$ cat config.mk
export PLATFORM = sky130hd
export DESIGN_NAME = infix_to_postfix_converter_unit_flat
export DESIGN_NICKNAME = d
export VERILOG_FILES = /design/src/rtl/iip_pkg.sv /design/src/rtl/iip_channels.sv /design/src/rtl/iip_cell.sv /design/src/rtl/iip_stack.sv /design/src/rtl/infix_to_postfix_converter_unit.sv /design/src/flat_wrapper.sv
export SDC_FILE = /design/constraint.sdc
export NUM_CORES = 1
export LEC_CHECK = 0
export CORE_UTILIZATION = 57
export CTS_CLUSTER_SIZE = 8
export DETAILED_ROUTE_END_ITERATION = 16
export DONT_BUFFER_PORTS = 1
export GPL_ROUTABILITY_DRIVEN = 0
export HOLD_SLACK_MARGIN = 0.03
export PLACE_DENSITY = 0.75
export SLEW_MARGIN = 20
export SYNTH_ARGS = -nofsm -noshare
export SYNTH_HDL_FRONTEND = slang
export SYNTH_SLANG_ARGS = --single-unit
$ cat constraint.sdc
create_clock -name clock -period 7.4 [get_ports clock]
set_clock_uncertainty 0.15 [all_clocks]
set_input_delay 0 -clock clock [delete_from_list [all_inputs] [get_ports clock]]
set_output_delay 0 -clock clock [all_outputs]
set_load 0.05 [all_outputs]
$ cat src/rtl/iip_pkg.sv
// Shared types, character codes and precedence helpers for the infix to postfix converter.
package iip_pkg;

   localparam logic [7:0] CH_END   = 8'h24;  // '$'
   localparam logic [7:0] CH_OPEN  = 8'h28;  // '('
   localparam logic [7:0] CH_CLOSE = 8'h29;  // ')'
   localparam logic [7:0] CH_MOD   = 8'h25;  // '%'
   localparam logic [7:0] CH_PLUS  = 8'h2B;  // '+'
   localparam logic [7:0] CH_MINUS = 8'h2D;  // '-'
   localparam logic [7:0] CH_MUL   = 8'h2A;  // '*'
   localparam logic [7:0] CH_DIV   = 8'h2F;  // '/'

   typedef enum logic [1:0] {
      STATUS_OK        = 2'd0,
      STATUS_UNMATCHED = 2'd1,
      STATUS_OVERFLOW  = 2'd2
   } status_type;

   // Shift command applied to every cell of the stack in the same cycle.
   typedef struct packed {
      logic push;
      logic pop;
   } stk_op_type;

   function automatic logic is_op(input logic [7:0] c);
      return (c == CH_OPEN) || (c == CH_CLOSE) || (c == CH_PLUS) || (c == CH_MINUS) ||
             (c == CH_MUL) || (c == CH_DIV) || (c == CH_MOD) || (c == CH_END);
   endfunction

   // Precedence offset by one so that the open parenthesis sits at zero.
   function automatic logic [1:0] prec_of(input logic [7:0] c);
      logic [1:0] p;
      p = 2'd0;
      if ((c == CH_END) || (c == CH_CLOSE)) begin
         p = 2'd1;
      end else if ((c == CH_PLUS) || (c == CH_MINUS)) begin
         p = 2'd2;
      end else if ((c == CH_MUL) || (c == CH_DIV) || (c == CH_MOD)) begin
         p = 2'd3;
      end
      return p;
   endfunction

endpackage

$ cat src/rtl/iip_channels.sv
// Valid/ready channel interfaces for the converter's request and response sides.
interface iip_req_if;
   logic       valid;
   logic       ready;
   logic [7:0] char_in;
   logic       expr_end;

   modport source (output valid, output char_in, output expr_end, input ready);
   modport sink (input valid, input char_in, input expr_end, output ready);
endinterface

interface iip_rsp_if;
   logic       valid;
   logic       ready;
   logic [7:0] out_char;
   logic [1:0] status;
   logic       out_last;

   modport source (output valid, output out_char, output status, output out_last, input ready);
   modport sink (input valid, input out_char, input status, input out_last, output ready);
endinterface

$ cat src/rtl/iip_cell.sv
// One entry of the operator stack; shifts toward the bottom on push and toward the top on pop.
module iip_cell (
   input  logic                clock,
   input  iip_pkg::stk_op_type op,
   input  logic [7:0]          from_above,
   input  logic [7:0]          from_below,
   output logic [7:0]          data
);
   import iip_pkg::*;

   logic [7:0] data_ff;
   logic [7:0] data_in;

   always_comb begin
      data_in = data_ff;
      if (op.push) begin
         data_in = from_above;
      end else if (op.pop) begin
         data_in = from_below;
      end
   end

   always_ff @(posedge clock) begin
      data_ff <= data_in;
   end

   assign data = data_ff;
endmodule

$ cat src/rtl/iip_stack.sv
// Operator stack built as a chain of cells with the top entry in cell zero.
module iip_stack #(
   parameter int DEPTH = 32
) (
   input  logic                clock,
   input  iip_pkg::stk_op_type op,
   input  logic [7:0]          push_data,
   output logic [7:0]          top
);
   import iip_pkg::*;

   logic [7:0] cell_data [DEPTH];

   for (genvar i = 0; i < DEPTH; i++) begin : g_cell
      logic [7:0] above;
      logic [7:0] below;
      if (i == 0) begin : g_first
         assign above = push_data;
      end else begin : g_mid_above
         assign above = cell_data[i-1];
      end
      if (i == DEPTH - 1) begin : g_last
         assign below = 8'h00;
      end else begin : g_mid_below
         assign below = cell_data[i+1];
      end
      iip_cell u_cell (
         .clock      (clock),
         .op         (op),
         .from_above (above),
         .from_below (below),
         .data       (cell_data[i])
      );
   end

   assign top = cell_data[0];
endmodule

$ cat src/rtl/infix_to_postfix_converter_unit.sv
// Top level of the shunting-yard infix to postfix converter.
//
//   channel   direction  payload                          accepted when
//   req_chan  in         char_in[7:0], expr_end           valid && ready
//   rsp_chan  out        out_char[7:0], status[1:0], last valid && ready
//
// An operand or a pushed operator is accepted in ST_IDLE and then processed in ST_CHAR.
// Every stack pop is a step of its own, and a transaction flagged with expr_end is
// followed by the end marker, handled as an operator, and a drain of each remaining entry. The
// stack is a chain of cells that shift together, so only one push or pop happens per
// cycle. Reset is synchronous and empties the stack by clearing its entry count; the
// cell contents are left as they are. A stalled response register holds the block
// wherever a result must be produced; pure pushes proceed regardless.
module infix_to_postfix_converter_unit #(
   parameter int STACK_DEPTH = 32
) (
   input  logic      clock,
   input  logic      reset,
   iip_req_if.sink   req_chan,
   iip_rsp_if.source rsp_chan
);
   import iip_pkg::*;

   localparam int CW = $clog2(STACK_DEPTH + 1);

   typedef enum logic [1:0] {
      ST_IDLE,
      ST_CHAR,
      ST_DRAIN
   } state_type;

   state_type  state_ff;
   logic [7:0] cur_ff;
   logic       last_ff;
   logic       end_phase_ff;
   logic [CW-1:0] count_ff;

   logic       rsp_valid_ff;
   logic [7:0] rsp_char_ff;
   status_type rsp_status_ff;
   logic       rsp_last_ff;

   logic [7:0] top;
   stk_op_type stk_op;

   logic       need_emit;
   logic [7:0] emit_char;
   status_type emit_status;
   logic       emit_last;
   logic       want_push;
   logic       want_pop;
   logic       step_done;
   logic       emit_ok;
   logic       go;
   logic       full;
   logic       empty;

   assign full    = count_ff >= CW'(STACK_DEPTH);
   assign empty   = count_ff == '0;
   assign emit_ok = !rsp_valid_ff || rsp_chan.ready;

   // Decide this cycle's single stack action and whether it produces a result.
   always_comb begin
      need_emit   = 1'b0;
      emit_char   = cur_ff;
      emit_status = STATUS_OK;
      emit_last   = 1'b0;
      want_push   = 1'b0;
      want_pop    = 1'b0;
      step_done   = 1'b0;
      case (state_ff)
         ST_CHAR: begin
            if (!is_op(cur_ff)) begin
               need_emit = 1'b1;
               step_done = 1'b1;
            end else if (cur_ff == CH_OPEN) begin
               if (full) begin
                  need_emit   = 1'b1;
                  emit_status = STATUS_OVERFLOW;
               end else begin
                  want_push = 1'b1;
               end
               step_done = 1'b1;
            end else if (cur_ff == CH_CLOSE) begin
               if (!empty && (top != CH_OPEN)) begin
                  need_emit = 1'b1;
                  emit_char = top;
                  want_pop  = 1'b1;
               end else if (empty) begin
                  // A close parenthesis with nothing left to match is reported and dropped.
                  need_emit   = 1'b1;
                  emit_status = STATUS_UNMATCHED;
                  step_done   = 1'b1;
               end else begin
                  // The matching open parenthesis is discarded without output.
                  want_pop  = 1'b1;
                  step_done = 1'b1;
               end
            end else begin
               if (!empty && (prec_of(cur_ff) <= prec_of(top))) begin
                  need_emit = 1'b1;
                  emit_char = top;
                  want_pop  = 1'b1;
               end else begin
                  if (full) begin
                     need_emit   = 1'b1;
                     emit_status = STATUS_OVERFLOW;
                  end else begin
                     want_push = 1'b1;
                  end
                  step_done = 1'b1;
               end
            end
         end
         ST_DRAIN: begin
            if (!empty) begin
               need_emit = 1'b1;
               emit_char = top;
               want_pop  = 1'b1;
               emit_last = count_ff == CW'(1);
            end
         end
         default: begin
         end
      endcase
   end

   assign go          = !need_emit || emit_ok;
   assign stk_op.push = want_push && go;
   assign stk_op.pop  = want_pop && go;

   iip_stack #(
      .DEPTH (STACK_DEPTH)
   ) u_stack (
      .clock     (clock),
      .op        (stk_op),
      .push_data (cur_ff),
      .top       (top)
   );

   always_ff @(posedge clock) begin
      if (reset) begin
         state_ff     <= ST_IDLE;
         count_ff     <= '0;
         rsp_valid_ff <= 1'b0;
         end_phase_ff <= 1'b0;
      end else begin
         if (need_emit && go) begin
            rsp_valid_ff  <= 1'b1;
            rsp_char_ff   <= emit_char;
            rsp_status_ff <= emit_status;
            rsp_last_ff   <= emit_last;
         end else if (rsp_valid_ff && rsp_chan.ready) begin
            rsp_valid_ff <= 1'b0;
         end

         if (stk_op.push) begin
            count_ff <= count_ff + CW'(1);
         end else if (stk_op.pop) begin
            count_ff <= count_ff - CW'(1);
         end

         case (state_ff)
            ST_IDLE: begin
               if (req_chan.valid) begin
                  cur_ff       <= req_chan.char_in;
                  last_ff      <= req_chan.expr_end;
                  end_phase_ff <= 1'b0;
                  state_ff     <= ST_CHAR;
               end
            end
            ST_CHAR: begin
               if (go && step_done) begin
                  if (end_phase_ff) begin
                     state_ff <= ST_DRAIN;
                  end else if (last_ff) begin
                     // The end marker follows the last character as an operator of its own.
                     cur_ff       <= CH_END;
                     end_phase_ff <= 1'b1;
                  end else begin
                     state_ff <= ST_IDLE;
                  end
               end
            end
            ST_DRAIN: begin
               if (empty) begin
                  state_ff <= ST_IDLE;
               end else if (go && (count_ff == CW'(1))) begin
                  state_ff <= ST_IDLE;
               end
            end
            default: begin
               state_ff <= ST_IDLE;
            end
         endcase
      end
   end

   assign req_chan.ready    = state_ff == ST_IDLE;
   assign rsp_chan.valid    = rsp_valid_ff;
   assign rsp_chan.out_char = rsp_char_ff;
   assign rsp_chan.status   = rsp_status_ff;
   assign rsp_chan.out_last = rsp_last_ff;
endmodule
$ cat src/flat_wrapper.sv
// flat-port wrapper written by rule: the top's interface ports become plain ports
module infix_to_postfix_converter_unit_flat import iip_pkg::*;
#(
   parameter int STACK_DEPTH = 32
)
  (clock, reset, req_chan_valid, req_chan_char_in, req_chan_expr_end, req_chan_ready, rsp_chan_valid, rsp_chan_out_char, rsp_chan_status, rsp_chan_out_last, rsp_chan_ready);
  iip_req_if req_chan_i ();
  iip_rsp_if rsp_chan_i ();
  input  logic clock;
  input  logic reset;
  input wire logic [$bits(req_chan_i.valid)-1:0] req_chan_valid;
  input wire logic [$bits(req_chan_i.char_in)-1:0] req_chan_char_in;
  input wire logic [$bits(req_chan_i.expr_end)-1:0] req_chan_expr_end;
  output wire logic [$bits(req_chan_i.ready)-1:0] req_chan_ready;
  output wire logic [$bits(rsp_chan_i.valid)-1:0] rsp_chan_valid;
  output wire logic [$bits(rsp_chan_i.out_char)-1:0] rsp_chan_out_char;
  output wire logic [$bits(rsp_chan_i.status)-1:0] rsp_chan_status;
  output wire logic [$bits(rsp_chan_i.out_last)-1:0] rsp_chan_out_last;
  input wire logic [$bits(rsp_chan_i.ready)-1:0] rsp_chan_ready;
  assign req_chan_i.valid = req_chan_valid;
  assign req_chan_i.char_in = req_chan_char_in;
  assign req_chan_i.expr_end = req_chan_expr_end;
  assign req_chan_ready = req_chan_i.ready;
  assign rsp_chan_valid = rsp_chan_i.valid;
  assign rsp_chan_out_char = rsp_chan_i.out_char;
  assign rsp_chan_status = rsp_chan_i.status;
  assign rsp_chan_out_last = rsp_chan_i.out_last;
  assign rsp_chan_i.ready = rsp_chan_ready;
  infix_to_postfix_converter_unit #(.STACK_DEPTH(STACK_DEPTH)) u_core (.clock(clock), .reset(reset), .req_chan(req_chan_i), .rsp_chan(rsp_chan_i));
endmodule
==> results.yml <==
status:
  outcome: "finished, final reports clean"
critical_path:
  cp-end-kind: "flip-flop"
  critPathSlowestCell: "or4b_4"
  reg2reg_from: "u_core.cur_ff[7]"
  cp_max_fo: 155
  crit_start: "u_core.cur_ff[7]"
  critPathLaunchType: "flip-flop"
  cpPeakStageDelay_ns: 0.57
  crit_end: "u_core.u_stack.g_cell[25].u_cell.data[6]"
  path_cells: "or4b_4 -> or3_1 -> ha_1 -> nand2_1 -> o21ai_0 -> a31oi_2 -> and2_1 -> o221ai_2 -> clkinvlp_4 -> buf_12 -> buf_16"
  path_delay_family: "simple AND/OR/NAND/NOR gates"
  crit_buf_inv: 3
  crit_type: "reg2reg"
  regToRegSetupSlack_ns: 2.18
  arrival_ns: 5.19
  timing.rr.end: "u_core.u_stack.g_cell[25].u_cell.data[6]"
  reg2reg_depth: 11
  cp.required_ns: 7.37
  cp_num_cells: 11
global_route:
  grt_max_degree: 231
  grtUsageMet2_pct: 28.2
  busiest_layer: "met2"
  grt_first_pass_wirelength_um: 32600
  grtUsageMet3_pct: 3.67
  grt_use_met1_pct: 24.9
  antenna_found_initial: 0
  grt_usage_pct: 18.0
  grt_pass1_vias: 6387
  grt-ovfl-total: 0
clocking:
  cts_tree: "yes"
  holdBufCountCts: 14
  numCtsBuffers: 41
  clk_pin_slew_worst_paths_ns: 0.05
  clk_path_buf_depth: 3
  cts.sinks: 286
  worstSkewPairLatency_ns: 0.52
  cts_resized: 0
  clockRootBuffer: "clkbuf_16"
  htree_levels: 2
  postCtsSetupBuffers: 0
sta:
  slew_headroom_pct: 42.8
  rsz0062_at_grt: "false"
  worst_slew_pin_slew_ns: 0.851
  final.setup.tns_ns: 0
  setup_ws_ns: 2.18
  hold_violations: 0
  slew_violations: 0
  clock.fmax_mhz: 192
  period_needed_ns: 5.22
  period_share_pct: 70.6
  setup_violations: 0
drt:
  viasPerCell: 5.81
  detail-route-antenna-nets: 0
  drtIter0Drc: 439
  drt_wl_total_um: 20000
  post_drt_wl_per_cell_um: 18.2
  drt-pass1-iter-count: 5
  vias: 6360
  drc: 0
die:
  num_io_pins: 26
  floorplan.rows: 54
  die_h_um: 151
  core_area_um2: 21800
  chipWidth_um: 151
  dieArea_um2: 22900
  start_util_pct: 58.1
power_and_ir_drop:
  p_seq_share_pct: 50.6
  p_sw_w: 0.000752
  p_leak_nw: 4.70
  internal-power_w: 0.00289
  clkPwrFrac_pct: 45.0
  p_comb_share_pct: 4.4
  vdd.ir_drop.worst_v: 0.000136
  powerDensity_nw_per_um2: 257
  swShare_pct: 20.6
yosys:
  async_flop_share_pct: 0
  ys_seq_area_share_pct: 66.9
  ys_seq_elements: 286
  synthCells: 767
  synth_edf_count: 276
  ys_types: 54
  syn-cell-area_um2: 12700
  synth_nets: 789
  syn_area_per_cell_um2: 16.5
  synth_top_area_cell: "edfxtp_1"
  yosys-top-cells-area: "edfxtp_1 (65%), mux2_1 (22%), dfxtp_1 (1.6%), ha_1 (0.89%), nand2_1 (0.80%)"
  synth_ff_type: "edfxtp_1"
  yosys_warnings: 0
  netlist.area_leader.share_pct: 65.3
cells_and_area:
  nNetsFinal: 813
  final_layout_size_suffix_gt1_share_pct: 7.13
  antenna_cells: 0
  syn2layout_area_growth_pct: 11.9
  final_cell_mix: "edfxtp_1 (276), mux2_1 (245), clkbuf_16 (41)"
  final_common_cell: "edfxtp_1"
min_path:
  min_path_type: "in2reg"
flow_run:
  drv_cap: 0
placement:
  port_buffers: 0
  place_ws_ns: 2.32
  dp_hpwl_um: 11900
-- layout make-up --
class / count / area (µm²)
clock buffers: 65 / 1120
clock inverters: 1 / 3.75
fillers: 1446 / 7630
inverters: 7 / 30.0
multi-input cells: 435 / 3980
flip-flops and latches: 286 / 8490
well taps: 280 / 350
repair buffers: 20 / 230
-- kinds of logic after synthesis --
kind of cell / synth area share, %
DFF: 66.9
muxes: 21.8
and+or+nand+nor: 5.24
AOI/OAI and AO/OA: 3.20
buffers and inverters: 1.82
adders and majority gates: 0.887
xor gates and xnor gates: 0.138
-- cells in the mapped netlist, types with 2 or more instances --
cell type,n
a21boi_0,2
a21o_1,2
a21oi_1,12
a22o_1,7
a31oi_1,6
and2_1,7
and3_1,11
buf_1,5
buf_2,11
buf_4,12
clkbuf_1,11
dfxtp_1,10
edfxtp_1,276
ha_1,9
inv_1,7
mux2_1,245
nand2_1,27
nand2b_1,11
nand3_1,5
nand4_1,3
nor2_1,17
nor2b_1,15
nor3_1,7
nor3b_1,2
nor4b_1,2
o211a_1,2
o211ai_1,2
o21a_1,2
o21ai_0,8
o21ai_1,3
o31ai_1,2
or2_2,2
or3_1,2
or4_1,2
-- power by group through the flow --
stage | combinational [W] | clock [W] | sequential, W
6_report | 0.000160 | 0.00164 | 0.00184
5_1_grt | 0.000174 | 0.00174 | 0.00185
4_1_cts | 0.000159 | 0.00168 | 0.00184
3_5_place_dp | 0.000149 | 0 | 0.00187
3_3_place_gp | 0.000142 | 0 | 0.00187
2_1_floorplan | 0.000128 | 0 | 0.00186
-- worst register-to-register path, stage by stage (launching register included) --
cell and delay [ns]:
edfxtp_1 0.43, or4b_4 0.57, or3_1 0.39, ha_1 0.29
nand2_1 0.07, o21ai_0 0.21, a31oi_2 0.29, and2_1 0.52
o221ai_2 0.30, clkinvlp_4 0.47, buf_12 0.41, buf_16 0.61
-- how the worst min path moves through the flow --
stage,start,endpoint,cells past startpoint,slack [ns]
floorplan,req_chan_expr_end,u_core.last_ff,0,-0.05
global placement,reset,u_core.rsp_chan.valid,1,-0.08
detailed placement,reset,u_core.count_ff[1],1,-0.08
CTS,req_chan_char_in[2],u_core.cur_ff[2],2,0.05
global route,req_chan_char_in[2],u_core.cur_ff[2],2,0.06
finish,req_chan_char_in[2],u_core.cur_ff[2],2,0.07
-- sequential cells by signal, indices dropped and copies added (netlist names) --
register and flops:
u_core.rsp_chan.out_char 8, u_core.u_stack.g_cell.u_cell.data 256, u_core.state_ff 2, u_core.last_ff 1
u_core.rsp_chan.status 2, u_core.end_phase_ff 1, u_core.rsp_chan.valid 1, u_core.count_ff 6
u_core.cur_ff 8, u_core.rsp_chan.out_last 1
-- through the flow --
step / instances / total power (W) / area (µm²) / hold slack, ns / util, %
global route: 1094 / 0.00376 / 14200 / 0.0621 / 65.0
floorplan: 767 / 0.00199 / 12700 / -0.0511 / -
CTS: 1093 / 0.00368 / 14200 / 0.0518 / 64.9
detailed placement: 1013 / 0.00202 / 12900 / -0.0752 / 59.2
finish: 1094 / 0.00364 / 14200 / 0.0700 / 65.0
global placement: 1013 / 0.00201 / 12900 / -0.0778 / 59.2
-- routing by layer --
| metal | share of wire (%) | vias up |
|---|---|---|
| li1 | - | 3021 |
| met1 | 46 | 3137 |
| met2 | 47 | 160 |
| met3 | 4.9 | 42 |
| met4 | 2.2 | 0 |
| met5 | 0 | - |
Power figures use the tool's default switching activity.
